## src/rtl/alte_pkg.sv

```systemverilog
package alte_pkg;

    localparam logic [2:0] MODE_APPEND  = 3'd0;
    localparam logic [2:0] MODE_COUNT   = 3'd1;
    localparam logic [2:0] MODE_RANGE   = 3'd2;
    localparam logic [2:0] MODE_FIND    = 3'd3;
    localparam logic [2:0] MODE_DELETE  = 3'd4;
    localparam logic [2:0] MODE_INSERT  = 3'd5;
    localparam logic [2:0] MODE_DEDUPE  = 3'd6;
    localparam logic [2:0] MODE_READ    = 3'd7;

    localparam logic [1:0] ST_OK        = 2'd0;
    localparam logic [1:0] ST_NOT_FOUND = 2'd1;
    localparam logic [1:0] ST_BAD_POS   = 2'd2;
    localparam logic [1:0] ST_FULL      = 2'd3;

    typedef struct packed {
        logic [2:0]         mode;
        logic signed [31:0] value;
        logic signed [31:0] upper_bound;
        logic [7:0]         position;
    } in_word_t;

    typedef struct packed {
        logic [1:0]         status;
        logic [7:0]         count;
        logic [6:0]         found_index;
        logic signed [31:0] read_value;
        logic [7:0]         length;
    } out_word_t;

    typedef struct packed {
        logic eq;
        logic in_range;
    } cmp_res_t;

endpackage

```

## src/rtl/array_list_table_engine_core.sv

```systemverilog
// Ordered list engine: holds up to DEPTH signed 32-bit entries and a length.
// Input channel s_valid/s_ready/s_data carries one command word (mode, value,
// upper_bound, position); the result channel m_valid/m_ready/m_data returns
// exactly one result word per command (status, count, found_index,
// read_value, length).
// One command is worked at a time: s_ready is high only while the sequencer
// is idle. Every entry access goes through a single memory read port with
// registered data, so each visited entry takes a read state and a check or
// write state. Dedupe compares each entry with every kept entry through the
// one shared comparator.
// A finished result waits in the output register; while the receiver stalls
// the sequencer holds in its final state and takes no new command.
// Reset (aresetn low, synchronous) empties the list and drops any pending
// result; entry contents are not cleared and need no clearing pass.
module array_list_table_engine_core #(
    parameter int DEPTH = 128
) (
    input  logic                 aclk,
    input  logic                 aresetn,
    input  logic                 s_valid,
    output logic                 s_ready,
    input  alte_pkg::in_word_t   s_data,
    output logic                 m_valid,
    input  logic                 m_ready,
    output alte_pkg::out_word_t  m_data
);
    import alte_pkg::*;

    localparam int AW = $clog2(DEPTH);
    localparam int LW = $clog2(DEPTH + 1);
    localparam int CW = (LW > 8) ? LW : 8;

    localparam logic [3:0] S_IDLE    = 4'd0;
    localparam logic [3:0] S_SCAN_RD = 4'd1;
    localparam logic [3:0] S_SCAN_CK = 4'd2;
    localparam logic [3:0] S_SHL_RD  = 4'd3;
    localparam logic [3:0] S_SHL_WR  = 4'd4;
    localparam logic [3:0] S_SHR_RD  = 4'd5;
    localparam logic [3:0] S_SHR_WR  = 4'd6;
    localparam logic [3:0] S_INS_WR  = 4'd7;
    localparam logic [3:0] S_DD_RDI  = 4'd8;
    localparam logic [3:0] S_DD_LDI  = 4'd9;
    localparam logic [3:0] S_DD_RDJ  = 4'd10;
    localparam logic [3:0] S_DD_CKJ  = 4'd11;
    localparam logic [3:0] S_DD_KEEP = 4'd12;
    localparam logic [3:0] S_RD_RD   = 4'd13;
    localparam logic [3:0] S_RD_GET  = 4'd14;
    localparam logic [3:0] S_FIN     = 4'd15;

    logic [3:0]    state_reg, state_next;
    logic [LW-1:0] len_reg, len_next;
    logic [LW-1:0] i_reg, i_next;
    logic [LW-1:0] j_reg, j_next;
    logic [LW-1:0] k_reg, k_next;
    logic [LW-1:0] cnt_reg, cnt_next;
    logic [LW-1:0] fidx_reg, fidx_next;
    logic [1:0]    st_reg, st_next;
    logic [31:0]   rval_reg, rval_next;
    logic [31:0]   cur_reg, cur_next;
    in_word_t      cmd_reg, cmd_next;
    logic          m_valid_reg, m_valid_next;
    out_word_t     m_data_reg, m_data_next;

    logic          we;
    logic [AW-1:0] waddr;
    logic [31:0]   wdata;
    logic [AW-1:0] raddr;
    logic [31:0]   rdata;
    logic [31:0]   cmp_b;
    cmp_res_t      cmp;

    logic          accept;
    logic          full;
    logic [CW-1:0] pos_w;
    logic [CW-1:0] len_w;
    logic [LW-1:0] i_inc;

    alte_mem #(.DEPTH(DEPTH)) u_mem (
        .aclk  (aclk),
        .we    (we),
        .waddr (waddr),
        .wdata (wdata),
        .raddr (raddr),
        .rdata (rdata)
    );

    alte_cmp u_cmp (
        .a   (rdata),
        .b   (cmp_b),
        .hi  (cmd_reg.upper_bound),
        .res (cmp)
    );

    assign s_ready = (state_reg == S_IDLE);
    assign accept  = s_valid && s_ready;
    assign m_valid = m_valid_reg;
    assign m_data  = m_data_reg;
    assign full    = (len_reg == LW'(DEPTH));
    assign pos_w   = CW'(s_data.position);
    assign len_w   = CW'(len_reg);
    assign i_inc   = i_reg + LW'(1);
    assign cmp_b   = (state_reg == S_DD_CKJ) ? cur_reg : cmd_reg.value;

    // sequence one command over the shared memory port and comparator
    always_comb begin
        state_next   = state_reg;
        len_next     = len_reg;
        i_next       = i_reg;
        j_next       = j_reg;
        k_next       = k_reg;
        cnt_next     = cnt_reg;
        fidx_next    = fidx_reg;
        st_next      = st_reg;
        rval_next    = rval_reg;
        cur_next     = cur_reg;
        cmd_next     = cmd_reg;
        m_valid_next = m_valid_reg;
        m_data_next  = m_data_reg;
        we           = 1'b0;
        waddr        = i_reg[AW-1:0];
        wdata        = cmd_reg.value;
        raddr        = i_reg[AW-1:0];

        if (m_valid_reg && m_ready) begin
            m_valid_next = 1'b0;
        end

        unique case (state_reg)
            S_IDLE: begin
                if (accept) begin
                    cmd_next  = s_data;
                    i_next    = '0;
                    k_next    = '0;
                    cnt_next  = '0;
                    fidx_next = '0;
                    st_next   = ST_OK;
                    rval_next = '0;
                    state_next = S_FIN;
                    unique case (s_data.mode)
                        MODE_APPEND: begin
                            if (full) begin
                                st_next = ST_FULL;
                            end else begin
                                we       = 1'b1;
                                waddr    = len_reg[AW-1:0];
                                wdata    = s_data.value;
                                len_next = len_reg + LW'(1);
                            end
                        end
                        MODE_COUNT, MODE_RANGE: begin
                            if (len_reg != '0) state_next = S_SCAN_RD;
                        end
                        MODE_FIND, MODE_DELETE: begin
                            if (len_reg != '0) state_next = S_SCAN_RD;
                            else               st_next    = ST_NOT_FOUND;
                        end
                        MODE_INSERT: begin
                            j_next = len_reg;
                            if (pos_w > len_w)       st_next    = ST_BAD_POS;
                            else if (full)           st_next    = ST_FULL;
                            else if (pos_w == len_w) state_next = S_INS_WR;
                            else                     state_next = S_SHR_RD;
                        end
                        MODE_DEDUPE: begin
                            if (len_reg != '0) state_next = S_DD_RDI;
                        end
                        default: begin
                            if (pos_w >= len_w) st_next    = ST_BAD_POS;
                            else                state_next = S_RD_RD;
                        end
                    endcase
                end
            end
            S_SCAN_RD: begin
                state_next = S_SCAN_CK;
            end
            S_SCAN_CK: begin
                if (cmd_reg.mode == MODE_COUNT || cmd_reg.mode == MODE_RANGE) begin
                    if ((cmd_reg.mode == MODE_COUNT) ? cmp.eq : cmp.in_range) begin
                        cnt_next = cnt_reg + LW'(1);
                    end
                    if (i_inc == len_reg) state_next = S_FIN;
                    else begin
                        i_next     = i_inc;
                        state_next = S_SCAN_RD;
                    end
                end else if (cmp.eq) begin
                    fidx_next = i_reg;
                    j_next    = i_reg;
                    if (cmd_reg.mode == MODE_FIND) state_next = S_FIN;
                    else if (i_inc < len_reg)      state_next = S_SHL_RD;
                    else begin
                        len_next   = len_reg - LW'(1);
                        state_next = S_FIN;
                    end
                end else if (i_inc == len_reg) begin
                    st_next    = ST_NOT_FOUND;
                    state_next = S_FIN;
                end else begin
                    i_next     = i_inc;
                    state_next = S_SCAN_RD;
                end
            end
            // close the gap: entry j takes entry j+1
            S_SHL_RD: begin
                raddr      = AW'(j_reg + LW'(1));
                state_next = S_SHL_WR;
            end
            S_SHL_WR: begin
                we     = 1'b1;
                waddr  = j_reg[AW-1:0];
                wdata  = rdata;
                j_next = j_reg + LW'(1);
                if ((j_reg + LW'(2)) < len_reg) state_next = S_SHL_RD;
                else begin
                    len_next   = len_reg - LW'(1);
                    state_next = S_FIN;
                end
            end
            // open a gap: entry j takes entry j-1
            S_SHR_RD: begin
                raddr      = AW'(j_reg - LW'(1));
                state_next = S_SHR_WR;
            end
            S_SHR_WR: begin
                we     = 1'b1;
                waddr  = j_reg[AW-1:0];
                wdata  = rdata;
                j_next = j_reg - LW'(1);
                if (CW'(j_reg - LW'(1)) == CW'(cmd_reg.position)) state_next = S_INS_WR;
                else                                              state_next = S_SHR_RD;
            end
            S_INS_WR: begin
                we         = 1'b1;
                waddr      = cmd_reg.position[AW-1:0];
                wdata      = cmd_reg.value;
                len_next   = len_reg + LW'(1);
                state_next = S_FIN;
            end
            S_DD_RDI: begin
                state_next = S_DD_LDI;
            end
            S_DD_LDI: begin
                cur_next = rdata;
                j_next   = '0;
                if (k_reg == '0) state_next = S_DD_KEEP;
                else             state_next = S_DD_RDJ;
            end
            S_DD_RDJ: begin
                raddr      = j_reg[AW-1:0];
                state_next = S_DD_CKJ;
            end
            // drop entry i on a match with a kept entry
            S_DD_CKJ: begin
                if (cmp.eq) begin
                    if (i_inc == len_reg) begin
                        len_next   = k_reg;
                        state_next = S_FIN;
                    end else begin
                        i_next     = i_inc;
                        state_next = S_DD_RDI;
                    end
                end else if ((j_reg + LW'(1)) == k_reg) begin
                    state_next = S_DD_KEEP;
                end else begin
                    j_next     = j_reg + LW'(1);
                    state_next = S_DD_RDJ;
                end
            end
            S_DD_KEEP: begin
                we     = 1'b1;
                waddr  = k_reg[AW-1:0];
                wdata  = cur_reg;
                k_next = k_reg + LW'(1);
                if (i_inc == len_reg) begin
                    len_next   = k_reg + LW'(1);
                    state_next = S_FIN;
                end else begin
                    i_next     = i_inc;
                    state_next = S_DD_RDI;
                end
            end
            S_RD_RD: begin
                raddr      = cmd_reg.position[AW-1:0];
                state_next = S_RD_GET;
            end
            S_RD_GET: begin
                rval_next  = rdata;
                state_next = S_FIN;
            end
            // hold until the output register is free
            default: begin
                if (!m_valid_reg || m_ready) begin
                    m_valid_next            = 1'b1;
                    m_data_next.status      = st_reg;
                    m_data_next.count       = 8'(cnt_reg);
                    m_data_next.found_index = 7'(fidx_reg);
                    m_data_next.read_value  = rval_reg;
                    m_data_next.length      = 8'(len_reg);
                    state_next              = S_IDLE;
                end
            end
        endcase
    end

    always_ff @(posedge aclk) begin
        if (!aresetn) begin
            state_reg   <= S_IDLE;
            len_reg     <= '0;
            m_valid_reg <= 1'b0;
        end else begin
            state_reg   <= state_next;
            len_reg     <= len_next;
            m_valid_reg <= m_valid_next;
        end
        i_reg      <= i_next;
        j_reg      <= j_next;
        k_reg      <= k_next;
        cnt_reg    <= cnt_next;
        fidx_reg   <= fidx_next;
        st_reg     <= st_next;
        rval_reg   <= rval_next;
        cur_reg    <= cur_next;
        cmd_reg    <= cmd_next;
        m_data_reg <= m_data_next;
    end

    a_len_bound: assert property (@(posedge aclk) disable iff (!aresetn)
        len_reg <= LW'(DEPTH))
        else $error("list length beyond depth");

    a_busy_after_accept: assert property (@(posedge aclk) disable iff (!aresetn)
        accept |=> !s_ready)
        else $error("command accepted while previous one still running");

    a_dd_kept: assert property (@(posedge aclk) disable iff (!aresetn)
        (state_reg == S_DD_CKJ || state_reg == S_DD_KEEP) |-> (k_reg <= i_reg))
        else $error("dedupe kept count ahead of scan index");

    a_shl_range: assert property (@(posedge aclk) disable iff (!aresetn)
        (state_reg == S_SHL_WR) |-> ((j_reg + LW'(1)) < len_reg))
        else $error("left shift beyond list end");

    a_fin_result: assert property (@(posedge aclk) disable iff (!aresetn)
        (state_reg == S_FIN && (!m_valid_reg || m_ready)) |=> (m_valid_reg && s_ready))
        else $error("result not issued on completion");
endmodule

```

## src/rtl/alte_mem.sv

```systemverilog
module alte_mem #(
    parameter int DEPTH = 128
) (
    input  logic                      aclk,
    input  logic                      we,
    input  logic [$clog2(DEPTH)-1:0]  waddr,
    input  logic [31:0]               wdata,
    input  logic [$clog2(DEPTH)-1:0]  raddr,
    output logic [31:0]               rdata
);
    logic [31:0] mem [DEPTH];

    // write one entry, read one entry with registered data
    always_ff @(posedge aclk) begin
        if (we) begin
            mem[waddr] <= wdata;
        end
        rdata <= mem[raddr];
    end
endmodule

```

## src/rtl/alte_cmp.sv

```systemverilog
module alte_cmp (
    input  logic signed [31:0] a,
    input  logic signed [31:0] b,
    input  logic signed [31:0] hi,
    output alte_pkg::cmp_res_t res
);
    import alte_pkg::*;

    // equality against b, inclusive range b..hi
    always_comb begin
        res.eq       = (a == b);
        res.in_range = (b <= a) && (a <= hi);
    end
endmodule

```

## config.mk

```make
export PLATFORM = sky130hd
export DESIGN_NAME = array_list_table_engine_core
export DESIGN_NICKNAME = d
export VERILOG_FILES = /design/src/rtl/alte_pkg.sv /design/src/rtl/array_list_table_engine_core.sv /design/src/rtl/alte_mem.sv /design/src/rtl/alte_cmp.sv
export SDC_FILE = /design/constraint.sdc
export NUM_CORES = 2
export LEC_CHECK = 0
export ABC_CLOCK_PERIOD_IN_PS = 11650
export BUFFER_PORTS_ARGS = -buffer_cell sky130_fd_sc_hd__buf_2
export CAP_MARGIN = 20
export CORE_ASPECT_RATIO = 0.6
export CORE_MARGIN = 2
export CORE_UTILIZATION = 35
export CTS_CLUSTER_DIAMETER = 50
export CTS_CLUSTER_SIZE = 14
export DETAILED_ROUTE_END_ITERATION = 7
export PLACE_DENSITY_LB_ADDON = 0.05
export SLEW_MARGIN = 10
export SYNTH_ARGS = -nofsm -noshare
export SYNTH_HDL_FRONTEND = slang
export SYNTH_SLANG_ARGS = --single-unit
```

## constraint.sdc

```tcl
create_clock -name aclk -period 11.65 [get_ports aclk]
set_clock_uncertainty 0.2 [all_clocks]
set_input_delay 0.5825 -clock aclk [delete_from_list [all_inputs] [get_ports aclk]]
set_output_delay 0.5825 -clock aclk [all_outputs]
set_load 0.01 [all_outputs]
```

## Word level (Yosys, flattened, before mapping)

Memories as Yosys holds them, arrays and structs flattened. A register that Yosys moved wholly into a read port is not among the register bits.
Index checks and enable logic that the tools add are counted.

| operators by class | value |
|---|---|
| equal/unequal tests | 48 |
| add/subtract/negate cells | 8 |
| reduce and logical (&&, ||, !) cells | 35 |
| multiplexer cells | 83 |
| magnitude comparators | 6 |
| bitwise logic cells | 1 |

Operators by type and width:

| kind | number |
|---|---|
| 2-to-1 mux 8 bit | 24 |
| 2-to-1 mux 32 bit | 5 |
| case mux 32 bit (3 select lines) | 1 |
| case mux 8 bit (6 select lines) | 2 |
| <= comparator 32 bit | 2 |
| case mux 32 bit (2 select lines) | 1 |
| case mux 4 bit (14 select lines) | 1 |
| case mux 7 bit (4 select lines) | 2 |
| 2-to-1 mux 4 bit | 12 |
| adder 8 x 1 -> 8 bit, second input constant | 5 |
| equality test 32 bit | 1 |
| equality test 8 bit | 4 |
| case mux 8 bit (2 select lines) | 2 |
| case mux 8 bit (4 select lines) | 1 |
| equality test 4 bit, second input constant | 7 |
| != test 2 bit, second input constant | 14 |
| 2-to-1 mux 7 bit | 3 |
| 2-to-1 mux 2 bit | 10 |
| equality test 4 x 3 -> 1 bit, second input constant | 4 |
| less-than comparator 8 bit | 2 |
| case mux 4 bit (4 select lines) | 1 |
| subtractor 8 x 1 -> 8 bit, second input constant | 2 |
| nonzero test 15 bit | 1 |
| OR reduction 15 bit | 1 |
| 36 further kinds | 73 |

| word-level totals | value |
|---|---|
| RAM bits | 4096 |
| memories | 1 |
| output and inout port bits | 59 |
| flip-flop bits (word level) | 250 |
| word-level logic and storage cells | 202 |
| input bits | 79 |

Memory list:

| memory | words | width | rd ports | clocked after Yosys merged registers in | write ports | line | text |
|---|---|---|---|---|---|---|---|
| u_mem.mem | 128 | 32 | 1 | 1 | 1 | alte_mem.sv:11 | `logic [31:0] mem [DEPTH];` |

## Depth between registers and ports, before layout

| depth | value |
|---|---|
| word-level depth | 8 |
| mapped depth | 18 |
| mapped depth without buffers | 14 |

## Hierarchy

From an unflattened synthesis, not the netlist that was laid out.

| unflattened totals | value |
|---|---|
| cell total of the unflattened synthesis | 7393 |
| area total of the unflattened synthesis | 170800.1 µm² |

By module, submodules not included:

| module | times used | cells each | area each (µm²) | sequential area each (µm²) |
|---|---|---|---|---|
| alte_mem | 1 | 5990 | 156256.1 | 123638.6 |
| array_list_table_engine_core | 1 | 1176 | 12919.9 | 7377.1 |
| alte_cmp | 1 | 227 | 1624.1 | 0.0 |

## Worst setup path after synthesis

No wires, ideal clock.

| timing path | value |
|---|---|
| path type | reg2reg |
| start | register state_reg[1] |
| end | memory u_mem.mem[88][0] (enable) |
| cell stages (with the launch flop) | 13 |
| setup time | 461 ps |
| required time | 10989 ps |
| setup slack | 4697 ps |
| arrival | 6292 ps |
| buffers on the path | 2 |
| period minus slack after synthesis | 6953 ps |
| cell sequence | dfxtp_1 buf_2 nor2_1 nand2_1 inv_1 nand2_1 inv_1 and3_1 buf_2 o21ai_0 a221oi_1 nand3_1 nor3_1 |

| between the ends | value |
|---|---|
| cells in the longest elaborated chain, start to end | 6 |
| elaborated cells on any way between the ends | 14 |
| those cells by class | eq/ne: 4; mux: 6; reduce/logical: 4 |

Ends and longest elaborated chain:

| what | line | text |
|---|---|---|
| from (decl) | array_list_table_engine_core.sv:50 | `logic [3:0] state_reg, state_next;` |
| from (signal assigned) | array_list_table_engine_core.sv:312 | `state_reg <= state_next;` |
| zero test 4 bit * | array_list_table_engine_core.sv:94 | `assign s_ready = (state_reg == S_IDLE);` |
| named net s_ready | array_list_table_engine_core.sv:21 | `output logic s_ready,` |
| logical AND 1 bit | array_list_table_engine_core.sv:95 | `assign accept = s_valid && s_ready;` |
| 2-to-1 mux 1 bit | array_list_table_engine_core.sv:130 | `if (accept) begin` |
| case mux 1 bit (2 select lines) | array_list_table_engine_core.sv:128 | `unique case (state_reg)` |
| 2-to-1 mux 1 bit | alte_mem.sv:15 | `if (we) begin` |
| 2-to-1 mux 1 bit (implied by the code) | alte_mem.sv:16 | `mem[waddr] <= wdata;` |
| to (decl) | alte_mem.sv:11 |  |

The timed path passes the listed nets; every way through them passes the cells marked *.

## Worst setup path in the final report

| timing path | value |
|---|---|
| start | register state_reg[0] |
| end | memory u_mem.mem[5][5] (enable) |

| between the ends | value |
|---|---|
| cells in the longest elaborated chain, start to end | 6 |
| elaborated cells on any way between the ends | 14 |
| those cells by class | eq/ne: 4; mux: 6; reduce/logical: 4 |

Ends and longest elaborated chain:

| what | line |
|---|---|
| zero test 4 bit | array_list_table_engine_core.sv:94, array_list_table_engine_core.sv:128 |
| logical AND 1 bit | array_list_table_engine_core.sv:95 |
| 2-to-1 mux 1 bit | array_list_table_engine_core.sv:130 |
| case mux 1 bit (2 select lines) | array_list_table_engine_core.sv:128 |
| 2-to-1 mux 1 bit | alte_mem.sv:15 |
| 2-to-1 mux 1 bit (implied by the code) | alte_mem.sv:16 |

Parallel ways exist; a longest one is shown, timed or not.

==> results.py <==
metrics = {
    "status": {
        "outcome": "finished clean",
    },
    "detailed_routing": {
        "drt_first_pass_iters": 7,
        "drc": 0,
        "vias": 111609,
        "ant_nets": 0,
        "wl_mm": 669.6,
        "via_per_inst": 5.619,
        "wire_per_inst_um": 33.71,
        "drt-initial-drc-count": 15866,
    },
    "synth": {
        "post-synth-top-count-cell": "edfxtp_1",
        "synth.distinct_cells": 83,
        "ys_top_cells_by_area": "edfxtp_1 (74%), nand2_1 (6.2%), mux2i_1 (5.7%)",
        "synth_flop_cell": "edfxtp_1",
        "netlist_area_sq_um": 175800,
        "synth.avg_cell_area_sq_um": 14.11,
        "yosysSeqAreaShare": 0.7452,
        "synth_top_area_frac": 0.7401,
        "synthSimpleGateAreaFrac": 0.1231,
        "synth_area_leader_cell": "edfxtp_1",
        "syn-num-nets": 12640,
        "synthTopCellsByCount": "edfxtp_1 (4333), nand2_1 (2900), nand3_1 (1377), mux2i_1 (1008), buf_2 (374)",
        "synthMuxAreaShare": 0.05893,
        "synthXorXnorAreaFrac": 0.003288,
        "synthAdderAreaFrac": 0.007373,
        "synth_top_family_by_area": "simple AND/OR/NAND/NOR gates",
        "synth_compound_area_frac": 0.04032,
        "synthArstFlopShare": 0,
        "synth_edf_count": 4333,
        "synth_warnings": 0,
        "synth-seq-cells": 4378,
        "netlist_instances": 12458,
    },
    "layout": {
        "area_delta_synth_final_pct": 14.94,
        "num-nets-final": 13047,
        "drive_gt1_frac": 0.1199,
        "largest_reg_flops": 4096,
        "final_util": 0.4042,
        "final_cells": 19863,
        "fillers": 46113,
    },
    "setup_path": {
        "cp_slowest_cell": "nor2_1",
        "arrival_ps": 8480,
        "cp_common_cell": "buf_4",
        "cp-end-kind": "register",
        "crit_chain": "nor2_1 -> nand2_1 -> inv_1 -> nand2_1 -> clkinv_2 -> and3_2 -> buf_4 -> o21ai_1 -> a221oi_2 -> or3b_2 -> or2_2 -> buf_4 -> nor2_4 -> buf_4",
        "crit_type": "reg -> reg",
        "path_max_fanout": 44,
        "worst-path-buf-inv": 5,
        "worst_setup_path_start_kind": "register",
        "crit_family": "simple AND/OR/NAND/NOR gates",
        "max_stage_delay_ps": 840,
        "cp_data_required_time_ps": 12120,
    },
    "clock_tree": {
        "htreeDepth": 5,
        "clk_pin_slew_ps": 60,
        "post_cts_resized": 0,
        "clock_path_buffers": 4,
        "postCtsSetupBuffers": 0,
        "clk-insertion-delay-late_ps": 1060,
        "cts-root-buf": "clkbuf_16",
        "cts_num_sinks": 4378,
        "cts_tree": "yes",
        "numCtsBuffers": 408,
    },
    "sta": {
        "max_freq_mhz": 125.0,
        "slew_headroom": 0.06497,
        "fin_ws_ps": 3648,
        "slew_violations": 0,
        "hold_violations": 0,
        "period_share": 0.6869,
        "rsz0062_at_grt": "no",
        "setup_viol": 0,
        "period_needed_ps": 8002,
        "setup_tns_ps": 0,
        "worstMarginPinSlew_ps": 1403,
    },
    "global_route": {
        "grt_antenna_before_repair": 64,
        "grt_pass1_wl_mm": 906.6,
        "grt_usage": 0.2549,
        "first_global_vias": 104996,
        "gr-total-overflow": 0,
        "grt_start_max_net_pins": 147,
    },
    "power_and_ir_drop": {
        "power_mw": 64.91,
        "peakVddDrop_v": 0.0003129,
        "powerDensity_nw_per_um2": 321.2,
        "p_leak_nw": 69.39,
    },
    "hold_path": {
        "holdCritPathClass": "in -> reg",
    },
    "floorplanning": {
        "die_w_um": 919.0,
        "core_sq_um": 500000,
        "die_y_um": 553.0,
        "initial_core_util": 0.3516,
        "io_pins": 138,
        "placementRows": 201,
        "die-area_sq_um": 508200,
    },
    "job": {
        "cap_violations": 0,
    },
    "placed_design": {
        "place_ws_ps": 3785,
        "placedCellCount": 19037,
        "gp_congestion": 0.8702,
        "dp_hpwl_mm": 407.9,
        "port_buffers": 137,
    },
}
what timing repair did:
action,CTS,global route
endpoints found under the hold margin,134,0
endpoints found under the setup margin,0,0
hold buffers,109,0
cell type report:
cell class	count	area, sq um	area share
flip-flops and latches	4378	131000	0.6484
multi-input cells	7222	43070	0.2132
clock buffers	497	10770	0.05332
well taps	6699	8382	0.04148
repair buffers	760	6200	0.03068
clock inverters	192	2223	0.01100
inverters	95	357.8	0.001771
diodes	20	50.05	0.0002477
kinds of logic after synthesis:
group                    after synthesis
buffers and inverters                858
adder cells (fa/ha/maj)              103
AO/OA/AOI/OAI                       1043
AND/OR/NAND/NOR                     4990
multiplexers                        1020
flip-flops                          4378
XOR/XNOR                              66
path summary, 6_finish.rpt:
path                                    from              end  slack (ps)  cells past startpoint
worst max register to register  state_reg[0]  u_mem.mem[5][5]        3650                     14
worst min register to register   rval_reg[4]       m_data[12]         220                      0
worst min-delay path              s_data[27]      cmd_reg[27]          90                      2
worst max-delay path            state_reg[0]  u_mem.mem[5][5]        3650                     14
where the power goes:
| part | switching, mW | leakage, nW | internal [mW] | total, mW |
|---|---|---|---|---|
| clock network | 6.25 | 6.26 | 7.34 | 13.6 |
| logic | 22.8 | 23.6 | 7.04 | 29.8 |
| registers | 0.568 | 39.5 | 20.9 | 21.5 |
| total | 29.6 | 69.4 | 35.3 | 64.9 |
worst reg2reg max path: stages (launching register included):
cell      delay [ps]
dfxtp_1          660
nor2_1           850
nand2_1          500
inv_1            290
nand2_1          190
clkinv_2         430
and3_2           290
buf_4            540
o21ai_1          500
a221oi_2         690
or3b_2           630
or2_2            510
buf_4            410
nor2_4           340
buf_4            550
stage by stage:
stage / instance area [sq um] / hold WS [ps]
floorplan: 175800 / 200.3
global placement: 187300 / 208.4
detailed placement: 187800 / 205.4
CTS: 201900 / 1.612
global route: 202000 / 44.15
finish: 202100 / 85.26
placed cells by master (no fill, tap or decap), drive strengths merged, types with 96 or more instances in the layout:
master / n
clkbuf: 498
nor2: 238
clkinv: 96
nand3: 1377
inv: 127
edfxtp: 4333
nand2: 2900
buf: 650
a21oi: 321
dlygate4sd3: 109
o22ai: 150
nor4: 119
ha: 102
mux2i: 1008
layer usage:
layer | track usage | share of wire | vias to the layer above
met1 | 0.3997 | 0.47 | 58317
met5 | 0 | 0.00019 | -
met3 | 0.05873 | 0.096 | 752
met2 | 0.3549 | 0.41 | 4971
met4 | 0.06032 | 0.025 | 20
li1 | - | - | 47549
(Power assumes the default switching activity.)
